File: src/dqs_pkg.sv
// Shared constants, operation and status codes for the bounded deque with search.
// Also holds the ring slot helper. No dependencies.
`timescale 1ns / 1ps

package dqs_pkg;

	localparam int CAPACITY = 64;
	localparam int ADDR_W   = (CAPACITY > 1) ? $clog2(CAPACITY) : 1;
	localparam int CNT_W    = $clog2(CAPACITY + 1);

	localparam int VAL_W    = 32;
	localparam int OP_W     = 3;
	localparam int STAT_W   = 2;
	localparam int OCC_W    = 7;
	localparam int OUT_RAW_W = VAL_W + 1 + STAT_W + OCC_W;
	localparam int OUT_W    = ((OUT_RAW_W + 7) / 8) * 8;

	localparam logic [OP_W-1:0] OP_PUSH_FRONT = 3'd0;
	localparam logic [OP_W-1:0] OP_PUSH_BACK  = 3'd1;
	localparam logic [OP_W-1:0] OP_POP_FRONT  = 3'd2;
	localparam logic [OP_W-1:0] OP_POP_BACK   = 3'd3;
	localparam logic [OP_W-1:0] OP_DELETE     = 3'd4;
	localparam logic [OP_W-1:0] OP_SEARCH     = 3'd5;

	localparam logic [STAT_W-1:0] STAT_OK    = 2'd0;
	localparam logic [STAT_W-1:0] STAT_EMPTY = 2'd1;
	localparam logic [STAT_W-1:0] STAT_FULL  = 2'd2;

	// Ring slot of a position counted from the front; the wrap subtracts CAPACITY at most once.
	function automatic logic [ADDR_W-1:0] slot_of(input logic [ADDR_W-1:0] base,
			input logic [CNT_W-1:0] pos);
		logic [CNT_W:0] sum;
		sum = (CNT_W+1)'(base) + {1'b0, pos};
		if (sum >= (CNT_W+1)'(CAPACITY)) begin
			sum = sum - (CNT_W+1)'(CAPACITY);
		end
		return sum[ADDR_W-1:0];
	endfunction

endpackage

File: src/bounded_deque_with_search_core.sv
// Top level of the bounded deque with search and delete.
// Depends on dqs_pkg and dqs_ram.
`timescale 1ns / 1ps

// Usage:
//   Slave stream: s_tuser carries the operation code, s_tdata the 32-bit value.
//   Master stream: one result transfer per accepted operation, in order.
//   Entries live in a single RAM with registered read; a sequencer
//   reads, compares and writes back through its one read and one write port.
// Operation flow:
//   push: one RAM write; pop: one RAM read.
//   search: scans from the front, one entry compared per cycle from the read port.
//   delete: the scan is followed by a gap-closing pass that
//   moves one entry per cycle (read slot j+1, write slot j in the cycle after).
//   Operations are taken one at a time; s_tready is high while the sequencer idles.
// Reset: arst_n clears front index, count and the handshakes; the empty store
//   holds nothing visible, so RAM contents need no clearing.
// Stall: a finished result waits in the output register; the next operation is
//   accepted and executed meanwhile, and its result holds until the register frees.

module bounded_deque_with_search_core
	import dqs_pkg::*;
(
	input  logic             clk,
	input  logic             arst_n,
	input  logic             s_tvalid,
	output logic             s_tready,
	input  logic [31:0]      s_tdata,   // [31:0] value
	input  logic [OP_W-1:0]  s_tuser,   // [2:0] op
	output logic             m_tvalid,
	input  logic             m_tready,
	output logic [OUT_W-1:0] m_tdata    // [31:0] popped_value, [32] found,
	                                    // [34:33] status, [41:35] occupancy, rest zero
);

	typedef enum logic [4:0] {
		S_IDLE  = 5'b00001,
		S_POP   = 5'b00010,
		S_SCAN  = 5'b00100,
		S_SHIFT = 5'b01000,
		S_DONE  = 5'b10000
	} state_t;

	state_t                   state_q;
	logic [ADDR_W-1:0]        front_q;
	logic [CNT_W-1:0]         count_q;
	logic [OP_W-1:0]          op_q;
	logic signed [VAL_W-1:0]  val_q;

	logic signed [VAL_W-1:0]  res_popped_q;
	logic                     res_found_q;
	logic [STAT_W-1:0]        res_status_q;

	logic [CNT_W-1:0]         issue_pos_q;
	logic [CNT_W-1:0]         chk_pos_s1;
	logic                     chk_vld_s1;
	logic [CNT_W-1:0]         sh_rd_q;
	logic [CNT_W-1:0]         sh_dst_s1;
	logic                     sh_vld_s1;

	logic                     m_tvalid_q;
	logic [OUT_W-1:0]         m_tdata_q;

	logic                     ram_we;
	logic [ADDR_W-1:0]        ram_waddr;
	logic [VAL_W-1:0]         ram_wdata;
	logic [ADDR_W-1:0]        ram_raddr;
	logic [VAL_W-1:0]         ram_rdata;

	logic                     accept;
	logic                     is_full;
	logic                     is_empty;
	logic [ADDR_W-1:0]        front_dec;
	logic [ADDR_W-1:0]        front_inc;
	logic                     scan_hit;
	logic                     out_free;

	assign accept    = s_tvalid && (state_q == S_IDLE);
	assign s_tready  = (state_q == S_IDLE);
	assign is_full   = (count_q == CNT_W'(CAPACITY));
	assign is_empty  = (count_q == '0);
	assign front_dec = (front_q == '0) ? ADDR_W'(CAPACITY - 1) : front_q - ADDR_W'(1);
	assign front_inc = (front_q == ADDR_W'(CAPACITY - 1)) ? '0 : front_q + ADDR_W'(1);
	assign scan_hit  = chk_vld_s1 && (ram_rdata == val_q);
	assign out_free  = !m_tvalid_q || m_tready;

	assign m_tvalid = m_tvalid_q;
	assign m_tdata  = m_tdata_q;

	// Read and write port steering
	always_comb begin
		ram_we    = 1'b0;
		ram_waddr = slot_of(front_q, sh_dst_s1);
		ram_wdata = ram_rdata;
		ram_raddr = slot_of(front_q, issue_pos_q);
		unique case (state_q)
			S_IDLE: begin
				if (s_tuser == OP_POP_FRONT) begin
					ram_raddr = front_q;
				end else begin
					ram_raddr = slot_of(front_q, count_q - CNT_W'(1));
				end
				if (accept && !is_full) begin
					if (s_tuser == OP_PUSH_FRONT) begin
						ram_we    = 1'b1;
						ram_waddr = front_dec;
						ram_wdata = s_tdata;
					end else if (s_tuser == OP_PUSH_BACK) begin
						ram_we    = 1'b1;
						ram_waddr = slot_of(front_q, count_q);
						ram_wdata = s_tdata;
					end
				end
			end
			S_SCAN: begin
				ram_raddr = slot_of(front_q, issue_pos_q);
			end
			S_SHIFT: begin
				ram_raddr = slot_of(front_q, sh_rd_q);
				ram_we    = sh_vld_s1;
			end
			S_POP, S_DONE: begin
			end
			default: begin
			end
		endcase
	end

	dqs_ram #(
		.WIDTH(VAL_W),
		.DEPTH(CAPACITY)
	) u_store (
		.clk  (clk),
		.we   (ram_we),
		.waddr(ram_waddr),
		.wdata(ram_wdata),
		.raddr(ram_raddr),
		.rdata(ram_rdata)
	);

	// Payload registers
	always_ff @(posedge clk) begin
		case (state_q)
			S_IDLE: begin
				if (accept) begin
					op_q         <= s_tuser;
					val_q        <= s_tdata;
					res_popped_q <= '0;
					res_found_q  <= 1'b0;
					res_status_q <= STAT_OK;
					issue_pos_q  <= '0;
					case (s_tuser)
						OP_PUSH_FRONT, OP_PUSH_BACK: begin
							if (is_full) begin
								res_status_q <= STAT_FULL;
							end
						end
						OP_POP_FRONT, OP_POP_BACK, OP_DELETE, OP_SEARCH: begin
							if (is_empty) begin
								res_status_q <= STAT_EMPTY;
							end
						end
						default: begin
						end
					endcase
				end
			end
			S_POP: begin
				res_popped_q <= ram_rdata;
			end
			S_SCAN: begin
				chk_pos_s1 <= issue_pos_q;
				if (issue_pos_q < count_q) begin
					issue_pos_q <= issue_pos_q + CNT_W'(1);
				end
				if (scan_hit) begin
					res_found_q <= 1'b1;
					sh_rd_q     <= chk_pos_s1 + CNT_W'(1);
				end
			end
			S_SHIFT: begin
				sh_dst_s1 <= sh_rd_q - CNT_W'(1);
				if (sh_rd_q < count_q) begin
					sh_rd_q <= sh_rd_q + CNT_W'(1);
				end
			end
			default: begin
			end
		endcase
	end

	// Sequencer, pointers and output register
	always_ff @(posedge clk or negedge arst_n) begin
		if (!arst_n) begin
			state_q    <= S_IDLE;
			front_q    <= '0;
			count_q    <= '0;
			chk_vld_s1 <= 1'b0;
			sh_vld_s1  <= 1'b0;
			m_tvalid_q <= 1'b0;
			m_tdata_q  <= '0;
		end else begin
			// The done state reloads the register itself
			if (m_tvalid_q && m_tready && (state_q != S_DONE)) begin
				m_tvalid_q <= 1'b0;
			end
			unique case (state_q)
				S_IDLE: begin
					chk_vld_s1 <= 1'b0;
					if (accept) begin
						state_q <= S_DONE;
						case (s_tuser)
							OP_PUSH_FRONT: begin
								if (!is_full) begin
									front_q <= front_dec;
									count_q <= count_q + CNT_W'(1);
								end
							end
							OP_PUSH_BACK: begin
								if (!is_full) begin
									count_q <= count_q + CNT_W'(1);
								end
							end
							OP_POP_FRONT, OP_POP_BACK: begin
								if (!is_empty) begin
									state_q <= S_POP;
								end
							end
							OP_DELETE, OP_SEARCH: begin
								if (!is_empty) begin
									state_q <= S_SCAN;
								end
							end
							default: begin
							end
						endcase
					end
				end
				S_POP: begin
					if (op_q == OP_POP_FRONT) begin
						front_q <= front_inc;
					end
					count_q <= count_q - CNT_W'(1);
					state_q <= S_DONE;
				end
				S_SCAN: begin
					chk_vld_s1 <= (issue_pos_q < count_q);
					if (scan_hit) begin
						// Drop the reads still in flight; the gap pass restarts the pipe
						chk_vld_s1 <= 1'b0;
						sh_vld_s1  <= 1'b0;
						if (op_q == OP_DELETE) begin
							state_q <= S_SHIFT;
						end else begin
							state_q <= S_DONE;
						end
					end else if (chk_vld_s1 && (chk_pos_s1 == count_q - CNT_W'(1))) begin
						chk_vld_s1 <= 1'b0;
						state_q    <= S_DONE;
					end
				end
				S_SHIFT: begin
					sh_vld_s1 <= (sh_rd_q < count_q);
					if (!(sh_rd_q < count_q) && !sh_vld_s1) begin
						sh_vld_s1 <= 1'b0;
						count_q   <= count_q - CNT_W'(1);
						state_q   <= S_DONE;
					end
				end
				S_DONE: begin
					// Hold the result until the output register frees
					if (out_free) begin
						m_tvalid_q <= 1'b1;
						m_tdata_q  <= OUT_W'({OCC_W'(count_q), res_status_q, res_found_q,
							res_popped_q});
						state_q    <= S_IDLE;
					end
				end
				default: begin
					state_q <= S_IDLE;
				end
			endcase
		end
	end

endmodule

File: src/dqs_ram.sv
// Generic single-write, single-read synchronous RAM with registered read data.
// No dependencies.
`timescale 1ns / 1ps

module dqs_ram #(
	parameter int WIDTH = 32,
	parameter int DEPTH = 64
) (
	input  logic                                        clk,
	input  logic                                        we,
	input  logic [((DEPTH > 1) ? $clog2(DEPTH) : 1)-1:0] waddr,
	input  logic [WIDTH-1:0]                            wdata,
	input  logic [((DEPTH > 1) ? $clog2(DEPTH) : 1)-1:0] raddr,
	output logic [WIDTH-1:0]                            rdata
);

	logic [WIDTH-1:0] mem [DEPTH];

	always_ff @(posedge clk) begin
		if (we) begin
			mem[waddr] <= wdata;
		end
		rdata <= mem[raddr];
	end

endmodule
File: config.mk
export PLATFORM = sky130hd
export DESIGN_NAME = bounded_deque_with_search_core
export DESIGN_NICKNAME = d
export VERILOG_FILES = /design/src/dqs_pkg.sv /design/src/bounded_deque_with_search_core.sv /design/src/dqs_ram.sv
export SDC_FILE = /design/constraint.sdc
export NUM_CORES = 2
export LEC_CHECK = 0
export BUFFER_PORTS_ARGS = -buffer_cell sky130_fd_sc_hd__buf_4
export CORE_ASPECT_RATIO = 1.2
export CORE_MARGIN = 4
export CORE_UTILIZATION = 28
export CTS_CLUSTER_DIAMETER = 150
export DETAILED_ROUTE_END_ITERATION = 6
export GPL_ROUTABILITY_DRIVEN = 0
export PLACE_DENSITY = 0.53
export SLEW_MARGIN = 30
export SYNTH_ARGS = -nofsm -noshare
export SYNTH_HDL_FRONTEND = slang
export SYNTH_SLANG_ARGS = --single-unit
File: constraint.sdc
create_clock -name clk -period 7 [get_ports clk]
set_input_delay 0 -clock clk [delete_from_list [all_inputs] [get_ports clk]]
set_output_delay 0 -clock clk [all_outputs]
set_load 0.05 [all_outputs]
==> metrics.yaml <==
timing:
  timing.final.crit_share: 0.882
  drv_slew: 0
  min_period_ns: 6.17
  fin_tns_setup_ns: 0
  rsz0062_at_grt: "no"
  clock.fmax_mhz: 162
  finalSetupViolCount: 0
  hold_viol: 0
  fin_skew_ns: 0.0605
  slew_headroom: 0.297
  worstMarginPinSlew_ns: 1.04
synthesis:
  synth_edf_count: 2145
  syn_inst: 6771
  synth-seq-area-share: 0.736
  yosysTopAreaCellShare: 0.711
  yosys.area_share.xor_xnor: 0.00735
  syn_area_um2: 90500
  synth_warnings: 0
  ys_types: 77
  synth_compound_area_frac: 0.0627
  synthAdderAreaFrac: 0.00710
  synth_flop_cell: "edfxtp_1"
  async_reset_ff_frac: 0.0281
  synthSimpleGateAreaFrac: 0.155
  synthMuxAreaShare: 0.00502
  yosys-top-cells-area: "edfxtp_1, nand2_1, a311oi_1"
  synth_top_family_by_area: "simple AND/OR/NAND/NOR gates"
  avgSynthCellArea_um2: 13.4
  synth.ff_latch_count: 2240
  synth_top_cell_by_area: "edfxtp_1"
clock_tree:
  numCtsBuffers: 214
  cts_tree: "done"
  post_cts_buffers: 0
  cts.htree.levels: 4
  root_buffer: "clkbuf_16"
  clkSinkCount: 2240
  path_clk_slew_ns: 0.06
  clk_latency_ns: 0.89
  clockBufferDepth: 4
die:
  pin_count: 89
  die_area_um2: 333000
  rows: 228
  dieWidth_um: 527
  initial_utilization: 0.281
  fp.dieH_um: 631
  core_area_um2: 322000
critical_path:
  path_depth: 16
  worstSetupPathType: "reg2reg"
  crit_chain: "nor3_1, nand2_1, inv_1, nand2_1, nand2_1, ha_1, fa_1, a21oi_1, a21o_4, buf_12, buf_12, buf_4, and3_1, a311oi_1, o41ai_1, o2111ai_1"
  critPathArrivalTime_ns: 6.87
  crit_family: "compound AO/OA/AOI/OAI gates"
  cp-startpoint: "state_q[1]"
  critPathLaunchType: "register"
  end_kind: "register"
  slowest_delay_ns: 0.96
  reg2regPathDepth: 16
  path_buf_inv: 4
  slowest_stage: "o41ai_1"
  cpMostUsedCell: "nand2_1"
  reg2reg_from: "state_q[1]"
  cp_max_fo: 55
  worst-endpoint-required_ns: 7.70
global_routing:
  track_usage: 0.161
  antenna_found_initial: 8
  grt_pass1_wl_mm: 402
  grt_max_degree: 120
  globalRouteOverflowTotal: 0
  grt_pass1_vias: 56000
min_path:
  hold_class: "in2reg"
  min_from: "s_tuser[0]"
  min_path_cells: 2
cells_and_area:
  area_growth_pct: 16.0
  layout_common_cells: "nand2_1, edfxtp_1, nand3_1"
  final_common_cell: "nand2_1"
  fin_nets: 7032
  drive_gt1_frac: 0.114
routing:
  wl_per_cell_um: 24.4
  vias_per_cell: 5.09
  dr_total_vias: 57900
  first_pass_iters: 5
  wirelength_mm: 277
  drc_errors: 0
  ant_nets: 0
  drtIter0Drc: 6185
outcome:
  status: "finished clean"
placed_design:
  numPortBuffers: 82
  dpl.hpwl_mm: 161
flow_run:
  maxCapViolCount: 0
metrics by stage:
step / std cells / hold WS (ns) / worst slack, ns / cell area [um2] / util
6_report: 11400 / 0.0402 / 0.829 / 105000 / 0.326
5_1_grt: 11400 / 0.0539 / 0.558 / 105000 / 0.326
2_1_floorplan: 6776 / -0.296 / 2.72 / 90600 / -
3_3_place_gp: 10900 / 0.135 / 0.296 / 96900 / 0.301
4_1_cts: 11400 / 0.00914 / 0.988 / 105000 / 0.326
3_5_place_dp: 10900 / 0.140 / 0.978 / 97500 / 0.303
path summary, 6_finish.rpt:
path,to,slack [ns]
setup / recovery,u_store.rdata[18],0.83
hold / removal,op_q[0],0.04
setup reg to reg,u_store.rdata[18],0.83
hold reg to reg,m_tdata[8],0.48
max in group asynchronous,m_tdata[21],6.50
min in group asynchronous,state_q[0],0.21
synth_stat cells, drive strengths merged (40+ instances only):
cell       n
and3     391
buf      257
xor2      49
a311oi   387
dfrtp     62
edfxtp  2145
clkbuf   191
nand2   2179
nor2      97
o41ai     63
nand3    404
o21ai     41
nor4      42
ha        45
and2      40
worst reg2reg max path, stage by stage (launching register included):
cell and delay, ns:
dfrtp_1 0.43, nor3_1 0.47, nand2_1 0.47, inv_1 0.53
nand2_1 0.13, nand2_1 0.11, ha_1 0.23, fa_1 0.44
a21oi_1 0.33, a21o_4 0.73, buf_12 0.32, buf_12 0.18
buf_4 0.24, and3_1 0.19, a311oi_1 0.05, o41ai_1 0.96
o2111ai_1 0.22
flip-flops by register name, summed over array words and instances, names as in the netlist:
| signal | count |
|---|---|
| state_q | 5 |
| front_q | 6 |
| m_tdata | 42 |
| res_found_q | 1 |
| chk_pos_s1 | 7 |
| u_store.mem | 2048 |
| issue_pos_q | 7 |
| sh_rd_q | 7 |
| op_q | 3 |
| sh_dst_s1 | 6 |
| u_store.rdata | 32 |
| sh_vld_s1 | 1 |
| res_status_q | 2 |
| val_q | 32 |
| res_popped_q | 32 |
| count_q | 7 |
| chk_vld_s1 | 1 |
| m_tvalid | 1 |
metal layers:
layer | track usage | share of wire
met1 | 0.213 | 0.41
met2 | 0.276 | 0.49
met3 | 0.0196 | 0.067
met4 | 0.0483 | 0.031
met5 | 0 | 0
logic make-up (layout without fill, tap and decap cells):
group                    count (synthesis)  in the layout
AO/OA/AOI/OAI                          672            672
XOR/XNOR                                76             76
adder cells (fa/ha/maj)                 49             49
buffers and inverters                  473            812
flip-flops                            2240           2240
multiplexers                            41             41
other                                    1              8
AND/OR/NAND/NOR                       3219           3219
final cells by class:
| class | instances | area [um2] |
|---|---|---|
| clock buffers | 270 | 5680 |
| flip-flops and latches | 2240 | 66600 |
| well taps | 4255 | 5320 |
| multi-input cells | 4063 | 22300 |
| diodes | 2 | 5.00 |
| clock inverters | 117 | 1070 |
| inverters | 25 | 93.8 |
| fillers | 31500 | 217000 |
| repair buffers | 400 | 4000 |
what timing repair did:
action | 4_1_cts | 5_1_grt
hold buffers | 76 | 0
endpoints found under the hold margin | 1186 | 0
gates resized for setup | 0 | 0
endpoints found under the setup margin | 0 | 0
Power is left out: the tool's default activity adds up to more than one toggle a clock period on the data nets, which glitch-free logic cannot reach.
